File: src/rtl/core/hebt_pkg.sv
// package: shared constants, command and status types for the back-transform block
package hebt_pkg;

  localparam int MaxOrder = 8;
  localparam int FracBits = 16;
  localparam int IdxW = 3;
  localparam int AddrW = 6;
  localparam int DataW = 32;
  localparam int AccW = 64;

  localparam logic [1:0] OP_LOAD_H = 2'd0;
  localparam logic [1:0] OP_LOAD_P = 2'd1;
  localparam logic [1:0] OP_LOAD_Z = 2'd2;
  localparam logic [1:0] OP_START = 2'd3;

  // datapath micro-operations
  localparam logic [3:0] CMD_NOP = 4'd0;
  localparam logic [3:0] CMD_SCALE = 4'd1;
  localparam logic [3:0] CMD_CLR = 4'd2;
  localparam logic [3:0] CMD_MAC = 4'd3;
  localparam logic [3:0] CMD_DIV1 = 4'd4;
  localparam logic [3:0] CMD_DIV2 = 4'd5;
  localparam logic [3:0] CMD_UPD = 4'd6;
  localparam logic [3:0] CMD_EMIT = 4'd7;
  localparam logic [3:0] CMD_RDH = 4'd8;

  typedef struct packed {
    logic [3:0] op;
    logic [IdxW-1:0] i;
    logic [IdxW-1:0] j;
    logic [IdxW-1:0] k;
    logic last;
  } dp_cmd_t;

  typedef struct packed {
    logic busy;
    logic h_zero;
    logic out_full;
  } dp_sts_t;

  function automatic logic signed [AccW-1:0] fmul(input logic signed [DataW-1:0] a,
                                                  input logic signed [DataW-1:0] b);
    logic signed [AccW-1:0] p;
    p = AccW'(a) * AccW'(b);
    return p >>> FracBits;
  endfunction

  function automatic logic signed [DataW-1:0] sat32(input logic signed [AccW-1:0] x);
    if (x > AccW'(64'sh7fffffff)) return 32'sh7fffffff;
    if (x < -AccW'(64'sh80000000)) return 32'sh80000000;
    return x[DataW-1:0];
  endfunction

endpackage

File: src/rtl/core/hebt_ctrl.sv
// controller: sequences scale, dot product, division, update and emit passes
module hebt_ctrl import hebt_pkg::*; (
  input  logic clk,
  input  logic rst_n,
  input  logic start,
  input  logic [3:0] order,
  input  dp_sts_t sts,
  input  logic out_ready,
  output logic idle,
  output dp_cmd_t cmd
);
  localparam logic [3:0] S_IDLE = 4'd0;
  localparam logic [3:0] S_SCALE = 4'd1;
  localparam logic [3:0] S_ROW = 4'd2;
  localparam logic [3:0] S_HWAIT = 4'd3;
  localparam logic [3:0] S_HCHK = 4'd4;
  localparam logic [3:0] S_MAC = 4'd5;
  localparam logic [3:0] S_MWAIT = 4'd6;
  localparam logic [3:0] S_DIV1 = 4'd7;
  localparam logic [3:0] S_DIV2 = 4'd8;
  localparam logic [3:0] S_UPD = 4'd9;
  localparam logic [3:0] S_UWAIT = 4'd10;
  localparam logic [3:0] S_EMIT = 4'd11;
  localparam logic [3:0] S_EWAIT = 4'd12;

  logic [3:0] st_r, st_nxt;
  logic [IdxW-1:0] i_r, i_nxt, j_r, j_nxt, k_r, k_nxt;
  logic [IdxW-1:0] nm1_r, nm1_nxt;
  logic [1:0] w_r, w_nxt;
  logic [IdxW-1:0] nm1;

  assign nm1 = (order > 4'(MaxOrder)) ? IdxW'(MaxOrder - 1) : IdxW'(order - 4'd1);

  always_comb begin
    st_nxt = st_r;
    i_nxt = i_r;
    j_nxt = j_r;
    k_nxt = k_r;
    nm1_nxt = nm1_r;
    w_nxt = w_r;
    cmd = '0;
    cmd.op = CMD_NOP;
    cmd.i = i_r;
    cmd.j = j_r;
    cmd.k = k_r;
    case (st_r)
      S_IDLE: begin
        if (start && order != 4'd0) begin
          nm1_nxt = nm1;
          st_nxt = S_SCALE;
          i_nxt = '0;
          j_nxt = '0;
          k_nxt = '0;
        end
      end
      S_SCALE: begin
        cmd.op = CMD_SCALE;
        if (j_r == nm1_r) begin
          j_nxt = '0;
          if (k_r == nm1_r) begin
            st_nxt = S_ROW;
            i_nxt = IdxW'(1);
            w_nxt = 2'd3;
          end else k_nxt = k_r + 1'b1;
        end else j_nxt = j_r + 1'b1;
      end
      S_ROW: begin
        // drain writes, then read diagonal
        cmd.op = CMD_RDH;
        if (w_r != 2'd0) w_nxt = w_r - 1'b1;
        else if (nm1_r == '0 || i_r == '0) begin
          st_nxt = S_EMIT;
          i_nxt = '0;
          j_nxt = '0;
        end else st_nxt = S_HWAIT;
      end
      S_HWAIT: begin
        cmd.op = CMD_RDH;
        st_nxt = S_HCHK;
      end
      S_HCHK: begin
        if (sts.h_zero) begin
          w_nxt = 2'd0;
          if (i_r == nm1_r) begin
            st_nxt = S_EMIT;
            i_nxt = '0;
            j_nxt = '0;
          end else begin
            i_nxt = i_r + 1'b1;
            st_nxt = S_ROW;
          end
        end else begin
          j_nxt = '0;
          k_nxt = '0;
          cmd.op = CMD_CLR;
          st_nxt = S_MAC;
        end
      end
      S_MAC: begin
        cmd.op = CMD_MAC;
        if (k_r == i_r - 1'b1) begin
          st_nxt = S_MWAIT;
          w_nxt = 2'd3;
        end else k_nxt = k_r + 1'b1;
      end
      S_MWAIT: begin
        cmd.op = CMD_RDH;
        if (w_r != 2'd0) w_nxt = w_r - 1'b1;
        else st_nxt = S_DIV1;
      end
      S_DIV1: begin
        cmd.op = CMD_DIV1;
        w_nxt = 2'd2;
        if (w_r == 2'd2 && !sts.busy) begin
          st_nxt = S_DIV2;
          w_nxt = 2'd0;
        end
      end
      S_DIV2: begin
        cmd.op = CMD_DIV2;
        w_nxt = 2'd2;
        if (w_r == 2'd2 && !sts.busy) begin
          st_nxt = S_UPD;
          k_nxt = '0;
        end
      end
      S_UPD: begin
        cmd.op = CMD_UPD;
        if (k_r == i_r - 1'b1) begin
          st_nxt = S_UWAIT;
          w_nxt = 2'd3;
        end else k_nxt = k_r + 1'b1;
      end
      S_UWAIT: begin
        cmd.op = CMD_RDH;
        if (w_r != 2'd0) w_nxt = w_r - 1'b1;
        else if (j_r == nm1_r) begin
          if (i_r == nm1_r) begin
            st_nxt = S_EMIT;
            i_nxt = '0;
            j_nxt = '0;
          end else begin
            i_nxt = i_r + 1'b1;
            st_nxt = S_ROW;
          end
        end else begin
          j_nxt = j_r + 1'b1;
          k_nxt = '0;
          cmd.op = CMD_CLR;
          st_nxt = S_MAC;
        end
      end
      S_EMIT: begin
        if (!sts.out_full || out_ready) begin
          cmd.op = CMD_EMIT;
          cmd.last = (i_r == nm1_r) && (j_r == nm1_r);
          st_nxt = S_EWAIT;
        end
      end
      S_EWAIT: begin
        if (i_r == nm1_r && j_r == nm1_r) st_nxt = S_IDLE;
        else begin
          st_nxt = S_EMIT;
          if (j_r == nm1_r) begin
            j_nxt = '0;
            i_nxt = i_r + 1'b1;
          end else j_nxt = j_r + 1'b1;
        end
      end
      default: st_nxt = S_IDLE;
    endcase
  end

  always_ff @(posedge clk) begin
    if (!rst_n) begin
      st_r <= S_IDLE;
      i_r <= '0;
      j_r <= '0;
      k_r <= '0;
      nm1_r <= '0;
      w_r <= '0;
    end else begin
      st_r <= st_nxt;
      i_r <= i_nxt;
      j_r <= j_nxt;
      k_r <= k_nxt;
      nm1_r <= nm1_nxt;
      w_r <= w_nxt;
    end
  end

  assign idle = (st_r == S_IDLE);
endmodule

File: config.mk
export PLATFORM = sky130hd
export DESIGN_NAME = hebt_ctrl
export DESIGN_NICKNAME = d
export VERILOG_FILES = /design/src/rtl/core/hebt_pkg.sv /design/src/rtl/core/hebt_ctrl.sv
export SDC_FILE = /design/constraint.sdc
export NUM_CORES = 1
export LEC_CHECK = 0
export BUFFER_PORTS_ARGS = -buffer_cell sky130_fd_sc_hd__buf_2
export CELL_PAD_IN_SITES_DETAIL_PLACEMENT = 2
export CELL_PAD_IN_SITES_GLOBAL_PLACEMENT = 2
export CORE_MARGIN = 2
export CORE_UTILIZATION = 37
export DETAILED_ROUTE_END_ITERATION = 8
export GPL_ROUTABILITY_DRIVEN = 0
export PLACE_DENSITY_LB_ADDON = 0.1
export SLEW_MARGIN = 10
export SYNTH_ARGS = -nofsm -noshare
export SYNTH_HDL_FRONTEND = slang
export SYNTH_SLANG_ARGS = --single-unit
File: constraint.sdc
create_clock -name clk -period 3.1 [get_ports clk]
set_input_delay 0.31 -clock clk [delete_from_list [all_inputs] [get_ports clk]]
set_output_delay 0.31 -clock clk [all_outputs]
set_load 0.005 [all_outputs]
==> summary.log, run 1 <==
[yosys] syn_nets 278
[sta] total count of hold-check failures in the final report 0
[yosys] mapped cell area 2050 um2
[finish] count of inserted antenna diode cells 0
[floorplan] initial standard-cell utilization of the core 37.6%
[cts] Sink Count 18
[yosys] number of enable flip-flop cells after synthesis 0
[global_route] Most Crowded Layer GR met2
[global_route] total congestion overflow after global routing 0
[yosys] Gate Count Post-Synth 259
[finish] Final #Nets 294
[power_and_ir_drop] Pleak 0.933 nW
[global_route] total global-route track usage 23.4%
[finish] count of filler cells inserted in the layout 649
[global_route] met1 Track Usage GR 33.4%
[cts] post-CTS setup buffer count 0
[critical_path] CP max stage cell sky130_fd_sc_hd__dfxtp_1
[cts] number of cells upsized or downsized after cts 0
[yosys] Seq cells post-synth 18
[sta] Worst Tran Pin Value 1010 ps
[cts] Post-CTS Hold Buffers 0
[sta] shortest clock period the worst path allows after layout 2520 ps
[cts] Reg clk slew, reported paths 80 ps
[sta] setup TNS after final layout 0 ps
[sta] unrepaired setup endpoints after global routing no
[critical_path] sum of buffers and inverters on the critical path 0
[sta] relative slew slack 32.4%
[finish] synthesis-to-finish area growth 8.92%
[min_path] end point of the worst hold path nm1_r[0]$_SDFFE_PN0P_
[route] Initial DRT Pass Iterations 4
[critical_path] required arrival time at the worst endpoint 3290 ps
[sta] total count of max-transition violations in the final report 0
[floorplan] die boundary width 78.4 um
[critical_path] Worst Reg-to-Reg Cells 5
[power_and_ir_drop] ratio of total power to cell area 952 nW/um2
[cts] H-tree Lvls 1
[global_route] initial antenna violation count 0
[yosys] cells taking the most area after synthesis sky130_fd_sc_hd__dfxtp_1 18%, sky130_fd_sc_hd__xor2_1 5.1%, sky130_fd_sc_hd__ha_1 4.9%, sky130_fd_sc_hd__xnor2_4 4.0%, sky130_fd_sc_hd__nand2_1 3.5%
[cts] TritonCTS clock tree done
[route] Via density 6.01
[placed_design] placed cell count 342
[critical_path] CP max stage delay 1000 ps
[yosys] ys async rst share 0%
[min_path] hold path depth 2
[route] vias after detailed routing 2,073
[critical_path] Critical Path Source Type register
[global_route] met2 track demand over resource 38.4%
[yosys] Post-synth top flop sky130_fd_sc_hd__dfxtp_1
[yosys] fraction of synthesized cell area taken by the top area cell type 17.6%
[critical_path] R2R setup slack 580 ps
[power_and_ir_drop] VDD IR-drop max 0.294 mV
[critical_path] Crit path arrival time 2710 ps
[yosys] distinct cell type count after synthesis 70
[finish] end-of-flow core utilization 41.0%
[yosys] post-synth top area cell sky130_fd_sc_hd__dfxtp_1
[sta] final number of setup-violating endpoints 0
[critical_path] R2R Path Start st_r[3]$_SDFFE_PN0P_
[route] DRC errors left 0
[min_path] hold path start order[0]
[route] detailed-route wire length per cell 20.0 um
[min_path] class of the worst hold path input pin to register
[critical_path] R2R Path End i_r[0]$_SDFFE_PN0P_
[yosys] average cell area after synthesis 7.90 um2
[cts] root buf cell sky130_fd_sc_hd__clkbuf_8
[yosys] sequential fraction of the synthesis area 17.6%
[placed_design] estimated wirelength of the detail-placed design 5360 um
[floorplan] I/O pins 26
[finish] number of cells in the finished layout apart from fillers 345
[floorplan] Total Die Area 6140 um2
[yosys] Yosys warning count 0
[route] number of DRC violations after detailed-routing iteration 0 95
[sta] achievable clock frequency 0.396 GHz
[critical_path] cells along the critical path nor4b_1 > a211oi_2 > o221ai_1 > nor3_1 > mux2i_1
[yosys] leading cell types by count after synthesis 19 x sky130_fd_sc_hd__nand2_1, 19 x sky130_fd_sc_hd__nor2_1, 18 x sky130_fd_sc_hd__dfxtp_1
[global_route] wire length of the first global-routing pass 11,300 um
[critical_path] kind of cell with the highest combined delay on the critical path flip-flops
[cts] clock latency on the worst-skew pair 260 ps
[route] DRT Wirelength 6880 um
[job] max-cap check violation count 0
[critical_path] critical-path maximum fanout 29
[critical_path] capturing element type of the critical path register
[finish] sequential cell area in the final layout 360 um2
[finish] fraction of final layout cells with drive strength greater than 1 17.2%
[cts] Num CTS Buffers 3
[route] number of antenna-violating nets in the routed design 0
[outcome] result of the run finished, final reports clean
[sta] final critical-path share of the clock period 81.4%
[floorplan] Core Box Area 5440 um2
[floorplan] number of placement rows 27
[floorplan] floorplan die height 78.4 um
[global_route] met3 Usage GRT 2.64%
[sta] setup clock skew after layout 6.21 ps
[critical_path] startpoint-to-endpoint class of the critical path register to register
[global_route] largest net degree at the start of global routing 30
[cts] buffers from clock root to sink, at most 2
[global_route] number of global-route vias before repair 2,112
[finish] multi-input combinational cell area 1530 um2
[placed_design] buffers added on ports 25
-- cells by family (layout without fill, tap and decap cells) --
kind of cell | count (synthesis) | count (layout) | share of synthesized area [%]
multiplexers | 6 | 6 | 2.93
buffers and inverters | 32 | 46 | 7.82
AO/OA/AOI/OAI | 72 | 72 | 25.7
AND/OR/NAND/NOR | 107 | 107 | 30.8
adder cells (fa/ha/maj) | 8 | 8 | 4.89
XOR/XNOR | 16 | 16 | 10.3
flip-flops | 18 | 18 | 17.6
-- sequential cells by signal, indices dropped and copies added (netlist names) --
name   count
st_r       4
i_r        3
nm1_r      3
j_r        3
w_r        2
k_r        3
-- power by group --
group	switching, W	internal (W)
sequential	0.000205	0.000292
combinational	0.000844	0.000604
clock	0.0000904	0.0000867
total	0.00114	0.000983
-- cells in the final DEF, fill, tap and decap left out, types with 3 or more instances in the layout --
| cell type | count |
|---|---|
| sky130_fd_sc_hd__buf_2 | 25 |
| sky130_fd_sc_hd__nand2_1 | 19 |
| sky130_fd_sc_hd__nor2_1 | 19 |
| sky130_fd_sc_hd__dfxtp_1 | 18 |
| sky130_fd_sc_hd__inv_1 | 13 |
| sky130_fd_sc_hd__xor2_1 | 12 |
| sky130_fd_sc_hd__o21ai_0 | 12 |
| sky130_fd_sc_hd__nor3_1 | 11 |
| sky130_fd_sc_hd__a21oi_1 | 11 |
| sky130_fd_sc_hd__nand2b_1 | 9 |
| sky130_fd_sc_hd__a211oi_1 | 8 |
| sky130_fd_sc_hd__ha_1 | 8 |
| sky130_fd_sc_hd__nor2b_1 | 6 |
| sky130_fd_sc_hd__a21o_1 | 6 |
| sky130_fd_sc_hd__mux2i_1 | 6 |
| sky130_fd_sc_hd__nand3_1 | 6 |
| sky130_fd_sc_hd__or3_1 | 5 |
| sky130_fd_sc_hd__buf_4 | 5 |
| sky130_fd_sc_hd__nor4_1 | 4 |
| sky130_fd_sc_hd__a311oi_1 | 4 |
| sky130_fd_sc_hd__xnor2_4 | 3 |
| sky130_fd_sc_hd__o31ai_1 | 3 |
| sky130_fd_sc_hd__nand4_1 | 3 |
| sky130_fd_sc_hd__a221oi_1 | 3 |
| sky130_fd_sc_hd__clkbuf_8 | 3 |
-- layout make-up --
| class | count | area share [%] |
|---|---|---|
| inverter | 13 | 2.19 |
| sequential | 18 | 16.2 |
| multi-input combinational | 209 | 68.5 |
| tap | 72 | 4.04 |
| timing repair buffer | 30 | 7.30 |
| clock buffer | 3 | 1.85 |
-- how the worst max path moves through the flow --
stage	from	to	slack, ps	cells after the start
5_1_grt	st_r[3]$_SDFFE_PN0P_	i_r[1]$_SDFFE_PN0P_	410	5
3_3_place_gp	nm1_r[0]$_SDFFE_PN0P_	st_r[1]$_SDFFE_PN0P_	760	5
6_report	st_r[3]$_SDFFE_PN0P_	i_r[0]$_SDFFE_PN0P_	580	5
4_1_cts	nm1_r[2]$_SDFFE_PN0P_	cmd[11]	660	6
2_1_floorplan	j_r[2]$_SDFFE_PN0P_	i_r[2]$_SDFFE_PN0P_	1240	5
3_5_place_dp	st_r[3]$_SDFFE_PN0P_	i_r[1]$_SDFFE_PN0P_	700	5
-- layer usage --
| metal | part of all wire, % | up-vias | wire, um |
|---|---|---|---|
| met3 | 2.9 | 7 | 202 |
| met4 | 0.93 | 0 | 64 |
| met1 | 49 | 1035 | 3400 |
| met5 | 0 | - | 0 |
| li1 | - | 994 | - |
| met2 | 47 | 37 | 3210 |
-- through the flow --
stage / area [um2] / hold WS (ps) / setup WS, ps / total power (W)
finish: 2230 / 259 / 578 / 0.00212
detailed placement: 2190 / 480 / 696 / 0.00194
global placement: 2190 / 470 / 764 / 0.00191
floorplan: 2050 / 419 / 1240 / 0.00155
CTS: 2230 / 260 / 659 / 0.00212
global route: 2230 / 261 / 408 / 0.00230
(Power assumes the default switching activity.)
==> run 2: changes to the inputs <==
- CORE_UTILIZATION: 37 -> 31
- clock period: 3.1 -> 2.1 ns (I/O delays scaled with it)
==> summary.log, run 2 (same netlist as run 1, synthesis figures left out) <==
[global_route] total global-route track usage 23.0% [was 23.4%]
[critical_path] CP max stage delay 600 ps [was 1000 ps]
[critical_path] kind of cell with the highest combined delay on the critical path compound AO/OA/AOI/OAI gates [was flip-flops]
[global_route] wire length of the first global-routing pass 13,100 um [was 11,300 um]
[power_and_ir_drop] Clk pwr share 7.8% [was 8.3%]
[critical_path] startpoint-to-endpoint class of the critical path register to register [unchanged]
[power_and_ir_drop] total net switching power 0.00200 W [was 0.00114 W]
[critical_path] Critical Path Source Type register [unchanged]
[power_and_ir_drop] switching share of power 50.1% [was 53.7%]
[route] Via density 5.72 [was 6.01]
[cts] root buf cell sky130_fd_sc_hd__clkbuf_8 [unchanged]
[placed_design] pre-CTS setup slack -106 ps [was 696 ps]
[route] DRC errors left 0 [unchanged]
[global_route] largest net degree at the start of global routing 22 [was 30]
[sta] setup TNS after final layout -49.9 ps [was 0 ps]
[sta] achievable clock frequency 0.465 GHz [was 0.396 GHz]
[finish] most flop-heavy register st_r [unchanged]
[global_route] initial antenna violation count 0 [unchanged]
[critical_path] critical-path maximum fanout 6 [was 29]
[power_and_ir_drop] cell-internal power 0.00199 W [was 0.000983 W]
[power_and_ir_drop] sequential group share of total power 15.7% [was 23.4%]
[power_and_ir_drop] VDD IR-drop max 0.539 mV [was 0.294 mV]
[floorplan] number of placement rows 29 [was 27]
[finish] end-of-flow core utilization 43.2% [was 41.0%]
[floorplan] I/O pins 26 [unchanged]
[min_path] hold path start order[0] [unchanged]
[outcome] violated checks setup timing
[cts] clock latency on the worst-skew pair 270 ps [was 260 ps]
[critical_path] R2R setup slack -50 ps [was 580 ps]
[job] max-cap check violation count 0 [unchanged]
[cts] buffers from clock root to sink, at most 2 [unchanged]
[critical_path] CP max stage cell sky130_fd_sc_hd__o311ai_0 [was sky130_fd_sc_hd__dfxtp_1]
[finish] synthesis-to-finish area growth 34.7% [was 8.92%]
[critical_path] R2R Path End st_r[0]$_SDFFE_PN0P_ [was i_r[0]$_SDFFE_PN0P_]
[placed_design] buffers added on ports 25 [unchanged]
[finish] Final #Nets 342 [was 294]
[finish] count of inserted antenna diode cells 0 [unchanged]
[floorplan] Core Box Area 6390 um2 [was 5440 um2]
[floorplan] floorplan die height 85.3 um [was 78.4 um]
[global_route] number of global-route vias before repair 2,394 [was 2,112]
[sta] total count of max-transition violations in the final report 0 [unchanged]
[finish] most common cell after layout, fill and taps aside sky130_fd_sc_hd__buf_4 [was sky130_fd_sc_hd__buf_2]
[finish] fraction of final layout cells with drive strength greater than 1 37.6% [was 17.2%]
[route] Initial DRT Pass Iterations 4 [unchanged]
[global_route] total congestion overflow after global routing 0 [unchanged]
[placed_design] instance area after placement 2540 um2 [was 2190 um2]
[finish] count of filler cells inserted in the layout 754 [was 649]
[power_and_ir_drop] ratio of total power to cell area 1440 nW/um2 [was 952 nW/um2]
[route] number of DRC violations after detailed-routing iteration 0 67 [was 95]
[critical_path] sum of buffers and inverters on the critical path 0 [unchanged]
[finish] highest-count cells in the layout ignoring fill and taps 52 x sky130_fd_sc_hd__buf_4, 25 x sky130_fd_sc_hd__buf_2, 19 x sky130_fd_sc_hd__nand2_1, 19 x sky130_fd_sc_hd__nor2_1, 13 x sky130_fd_sc_hd__inv_1 [was 25 x sky130_fd_sc_hd__buf_2, 19 x sky130_fd_sc_hd__nand2_1, 19 x sky130_fd_sc_hd__nor2_1, 18 x sky130_fd_sc_hd__dfxtp_1, 13 x sky130_fd_sc_hd__inv_1]
[sta] Final Worst Setup Slack -49.9 ps [was 578 ps]
[critical_path] capturing element type of the critical path register [unchanged]
[sta] relative slew slack 57.0% [was 32.4%]
[critical_path] critical path depth in cells 5 [unchanged]
[cts] H-tree Lvls 1 [unchanged]
[floorplan] initial standard-cell utilization of the core 32.1% [was 37.6%]
[sta] Worst Tran Pin Value 637 ps [was 1010 ps]
[route] number of antenna-violating nets in the routed design 0 [unchanged]
[cts] TritonCTS clock tree done [unchanged]
[sta] final number of setup-violating endpoints 1 [was 0]
[route] detailed-route wire length per cell 21.2 um [was 20.0 um]
[finish] number of flip-flops under the largest register name 4 [unchanged]
[outcome] result of the run finished, violations left [was finished, final reports clean]
[critical_path] Crit path arrival time 2330 ps [was 2710 ps]
[cts] Num CTS Buffers 3 [unchanged]
[power_and_ir_drop] part of the total power dissipated in combinational logic 76.5% [was 68.2%]
[critical_path] Worst Reg-to-Reg Cells 5 [unchanged]
[sta] setup clock skew after layout 13.9 ps [was 6.21 ps]
[sta] shortest clock period the worst path allows after layout 2150 ps [was 2520 ps]
[route] vias after detailed routing 2,281 [was 2,073]
[power_and_ir_drop] Pleak 1.22 nW [was 0.933 nW]
[finish] summed area of non-filler cells in the final layout 2760 um2 [was 2230 um2]
[cts] Reg clk slew, reported paths 90 ps [was 80 ps]
[route] DRT Wirelength 8450 um [was 6880 um]
[sta] unrepaired setup endpoints after global routing yes [was no]
[sta] final critical-path share of the clock period 102% [was 81.4%]
[critical_path] cells along the critical path xor2_1 > or2_0 > o311ai_0 > a32oi_1 > a211oi_1 [was nor4b_1 > a211oi_2 > o221ai_1 > nor3_1 > mux2i_1]
[min_path] hold path depth 2 [unchanged]
[cts] Sink Count 18 [unchanged]
[critical_path] required arrival time at the worst endpoint 2280 ps [was 3290 ps]
[critical_path] R2R Path Start nm1_r[2]$_SDFFE_PN0P_ [was st_r[3]$_SDFFE_PN0P_]
[floorplan] Total Die Area 7270 um2 [was 6140 um2]
[placed_design] estimated wirelength of the detail-placed design 6560 um [was 5360 um]
[sta] total count of hold-check failures in the final report 0 [unchanged]
[min_path] class of the worst hold path input pin to register [unchanged]
[floorplan] die boundary width 85.3 um [was 78.4 um]
[min_path] end point of the worst hold path nm1_r[0]$_SDFFE_PN0P_ [unchanged]
[sta] final worst hold slack 144 ps [was 259 ps]
run 2: power groups by stage:
stage,clock network (W),registers [W],logic (W)
2_1_floorplan,0,0.000520,0.00177
3_3_place_gp,0,0.000602,0.00267
3_5_place_dp,0,0.000607,0.00277
4_1_cts,0.000316,0.000608,0.00283
5_1_grt,0.000333,0.000647,0.00330
6_report,0.000311,0.000625,0.00305
run 2: final cells by class:
cell class	instances	area (um2)	area share [%]
clock buffer	4	55.1	2.00
timing repair buffer	78	527	19.1
multi-input combinational	209	1660	60.1
sequential	18	373	13.5
inverter	13	48.8	1.77
tap	77	96.3	3.49
run 2: metal layers:
metal / share of wire [%] / routed length [um] / up-vias / GRT usage [%]
met2: 50 / 4210 / 31 / 39.8
li1: - / - / 1088 / -
met5: 0 / 0 / - / 0
met3: 2.1 / 180 / 6 / 2.53
met4: 0.72 / 61 / 0 / 3.32
met1: 47 / 4000 / 1156 / 31.5
run 2: repair_timing:
| item | in CTS | in global routing |
|---|---|---|
| resized for setup | 7 | 26 |
| endpoints found under the setup margin | 11 | 17 |
| setup buffers | 0 | 2 |
| pin swaps | 1 | 3 |
| hold buffers | 0 | 0 |
run 2: how the worst max path moves through the flow:
stage,start,slack [ps],end
after detailed placement,nm1_r[1]$_SDFFE_PN0P_,-110,i_r[2]$_SDFFE_PN0P_
after CTS,st_r[1]$_SDFFE_PN0P_,4,idle
after global placement,nm1_r[1]$_SDFFE_PN0P_,-90,i_r[2]$_SDFFE_PN0P_
after floorplan,j_r[2]$_SDFFE_PN0P_,240,i_r[2]$_SDFFE_PN0P_
after global routing,nm1_r[2]$_SDFFE_PN0P_,-140,st_r[0]$_SDFFE_PN0P_
final,nm1_r[2]$_SDFFE_PN0P_,-50,st_r[0]$_SDFFE_PN0P_
run 2: through the flow:
stage	power [W]	instances
2_1_floorplan	0.00229	259
3_3_place_gp	0.00327	393
3_5_place_dp	0.00338	393
4_1_cts	0.00375	397
5_1_grt	0.00428	399
6_report	0.00398	399
==> run 3: changes to the inputs <==
- CORE_UTILIZATION: 31 -> 37
- clock period: 2.1 -> 2.6 ns (I/O delays scaled with it)
==> summary.log, run 3 (same netlist as run 1, synthesis figures left out) <==
[global_route] met1 Track Usage GR 33.6% [was 31.5%]
[sta] total count of max-transition violations in the final report 0 [unchanged]
[finish] fraction of final layout cells with drive strength greater than 1 19.4% [was 37.6%]
[finish] synthesis-to-finish area growth 11.2% [was 34.7%]
[floorplan] number of placement rows 27 [was 29]
[critical_path] cells along the critical path xor2_1 > nor3_2 > o221ai_1 > nor3_1 > mux2i_1 [was xor2_1 > or2_0 > o311ai_0 > a32oi_1 > a211oi_1]
[finish] number of cells in the finished layout apart from fillers 351 [was 399]
[global_route] total global-route track usage 24.5% [was 23.0%]
[floorplan] Total Die Area 6140 um2 [was 7270 um2]
[route] Initial DRT Pass Iterations 4 [unchanged]
[power_and_ir_drop] ratio of total power to cell area 1140 nW/um2 [was 1440 nW/um2]
[placed_design] estimated wirelength of the detail-placed design 5660 um [was 6560 um]
[placed_design] instance area after placement 2230 um2 [was 2540 um2]
[critical_path] required arrival time at the worst endpoint 2790 ps [was 2280 ps]
[job] max-cap check violation count 0 [unchanged]
[sta] achievable clock frequency 0.419 GHz [was 0.465 GHz]
[critical_path] capturing element type of the critical path register [unchanged]
[route] number of antenna-violating nets in the routed design 0 [unchanged]
[floorplan] I/O pins 26 [unchanged]
[sta] setup TNS after final layout 0 ps [was -49.9 ps]
[critical_path] Critical Path Source Type register [unchanged]
[sta] final critical-path share of the clock period 91.7% [was 102%]
[sta] final number of setup-violating endpoints 0 [was 1]
[finish] most common cell after layout, fill and taps aside sky130_fd_sc_hd__buf_2 [was sky130_fd_sc_hd__buf_4]
[finish] Final #Nets 300 [was 342]
[sta] shortest clock period the worst path allows after layout 2390 ps [was 2150 ps]
[floorplan] Core Box Area 5440 um2 [was 6390 um2]
[sta] total count of hold-check failures in the final report 0 [unchanged]
[finish] end-of-flow core utilization 41.8% [was 43.2%]
[finish] summed area of non-filler cells in the final layout 2280 um2 [was 2760 um2]
[route] DRT Wirelength 7130 um [was 8450 um]
[cts] buffers from clock root to sink, at most 2 [unchanged]
[sta] Worst Tran Pin Value 652 ps [was 637 ps]
[power_and_ir_drop] VDD IR-drop max 0.436 mV [was 0.539 mV]
[global_route] wire length of the first global-routing pass 11,800 um [was 13,100 um]
[floorplan] die boundary width 78.4 um [was 85.3 um]
[power_and_ir_drop] Pleak 0.964 nW [was 1.22 nW]
[finish] number of flip-flops under the largest register name 4 [unchanged]
[critical_path] CP max stage cell sky130_fd_sc_hd__dfxtp_1 [was sky130_fd_sc_hd__o311ai_0]
[floorplan] floorplan die height 78.4 um [was 85.3 um]
[placed_design] buffers added on ports 25 [unchanged]
[cts] Sink Count 18 [unchanged]
[cts] clock latency on the worst-skew pair 270 ps [about the same]
[global_route] met2 track demand over resource 42.8% [was 39.8%]
[floorplan] initial standard-cell utilization of the core 37.6% [was 32.1%]
[global_route] largest net degree at the start of global routing 25 [was 22]
[sta] relative slew slack 56.5% [was 57.0%]
[critical_path] CP max stage delay 600 ps [about the same]
[route] DRC errors left 0 [unchanged]
[critical_path] Crit path arrival time 2580 ps [was 2330 ps]
[cts] root buf cell sky130_fd_sc_hd__clkbuf_8 [unchanged]
[global_route] initial antenna violation count 0 [unchanged]
[global_route] met3 Usage GRT 2.76% [was 2.53%]
[finish] most flop-heavy register st_r [unchanged]
[outcome] result of the run finished, final reports clean [was finished, violations left]
[critical_path] critical-path maximum fanout 9 [was 6]
[finish] count of inserted antenna diode cells 0 [unchanged]
[sta] final worst hold slack 203 ps [was 144 ps]
[route] vias after detailed routing 2,081 [was 2,281]
[route] detailed-route wire length per cell 20.3 um [was 21.2 um]
[route] Via density 5.93 [was 5.72]
[cts] TritonCTS clock tree done [unchanged]
[global_route] total congestion overflow after global routing 0 [unchanged]
[global_route] number of global-route vias before repair 2,146 [was 2,394]
[sta] setup clock skew after layout 12.7 ps [was 13.9 ps]
[finish] highest-count cells in the layout ignoring fill and taps 25 x sky130_fd_sc_hd__buf_2, 19 x sky130_fd_sc_hd__nand2_1, 19 x sky130_fd_sc_hd__nor2_1, 17 x sky130_fd_sc_hd__dfxtp_1, 13 x sky130_fd_sc_hd__inv_1 [was 52 x sky130_fd_sc_hd__buf_4, 25 x sky130_fd_sc_hd__buf_2, 19 x sky130_fd_sc_hd__nand2_1, 19 x sky130_fd_sc_hd__nor2_1, 13 x sky130_fd_sc_hd__inv_1]
[min_path] class of the worst hold path input pin to register [unchanged]
[cts] H-tree Lvls 1 [unchanged]
[critical_path] startpoint-to-endpoint class of the critical path register to register [unchanged]
[placed_design] placed cell count 348 [was 393]
[route] number of DRC violations after detailed-routing iteration 0 75 [was 67]
[sta] unrepaired setup endpoints after global routing no [was yes]
[cts] Reg clk slew, reported paths 90 ps [about the same]
[global_route] Most Crowded Layer GR met2 [unchanged]
[cts] Num CTS Buffers 3 [unchanged]
[run 3: power by group]
part	switching, W	total [W]	internal (W)
sequential	0.000227	0.000578	0.000350
clock	0.000112	0.000216	0.000104
combinational	0.00103	0.00179	0.000759
total	0.00137	0.00259	0.00121
[run 3: final timing paths]
check | startpoint | end | slack (ps) | cells past startpoint
hold reg to reg | w_r[1]$_SDFFE_PN0P_ | w_r[1]$_SDFFE_PN0P_ | 490 | 2
setup reg to reg | nm1_r[2]$_SDFFE_PN0P_ | i_r[1]$_SDFFE_PN0P_ | 210 | 5
hold / removal | order[0] | nm1_r[0]$_SDFFE_PN0P_ | 200 | 2
setup / recovery | nm1_r[2]$_SDFFE_PN0P_ | i_r[1]$_SDFFE_PN0P_ | 210 | 5
[run 3: final cells by class]
class                   instances  area (um2)
inverters                      13        48.8
well taps                      72        90.1
flip-flops and latches         18         362
multi-input cells             209        1530
fillers                       651        3160
clock buffers                   3        41.3
repair buffers                 36         208
[run 3: per-layer routing]
metal  vias up  part of all wire, %
met4         0                 0.32
met3         2                  1.3
met5         -                    0
met1      1046                   49
met2        18                   49
li1       1015                    -
[run 3: worst max-delay path, delay by kind of cell, from the launching register on]
kind | cells | cell delay [ps]
AOI/OAI and AO/OA | 1 | 300
muxes | 1 | 230
DFF | 1 | 600
xor gates and xnor gates | 1 | 160
and+or+nand+nor | 2 | 1010
[run 3: repair_timing]
item / 4_1_cts / 5_1_grt
setup buffers: 0 / 0
hold buffers: 0 / 0
gates resized for setup: 0 / 1
endpoints found under the setup margin: 0 / 5
[run 3: stage by stage]
stage	setup WS, ps	total power (W)
3_5_place_dp	131	0.00237
4_1_cts	108	0.00259
2_1_floorplan	742	0.00185
3_3_place_gp	214	0.00231
5_1_grt	38.1	0.00280
6_report	215	0.00259
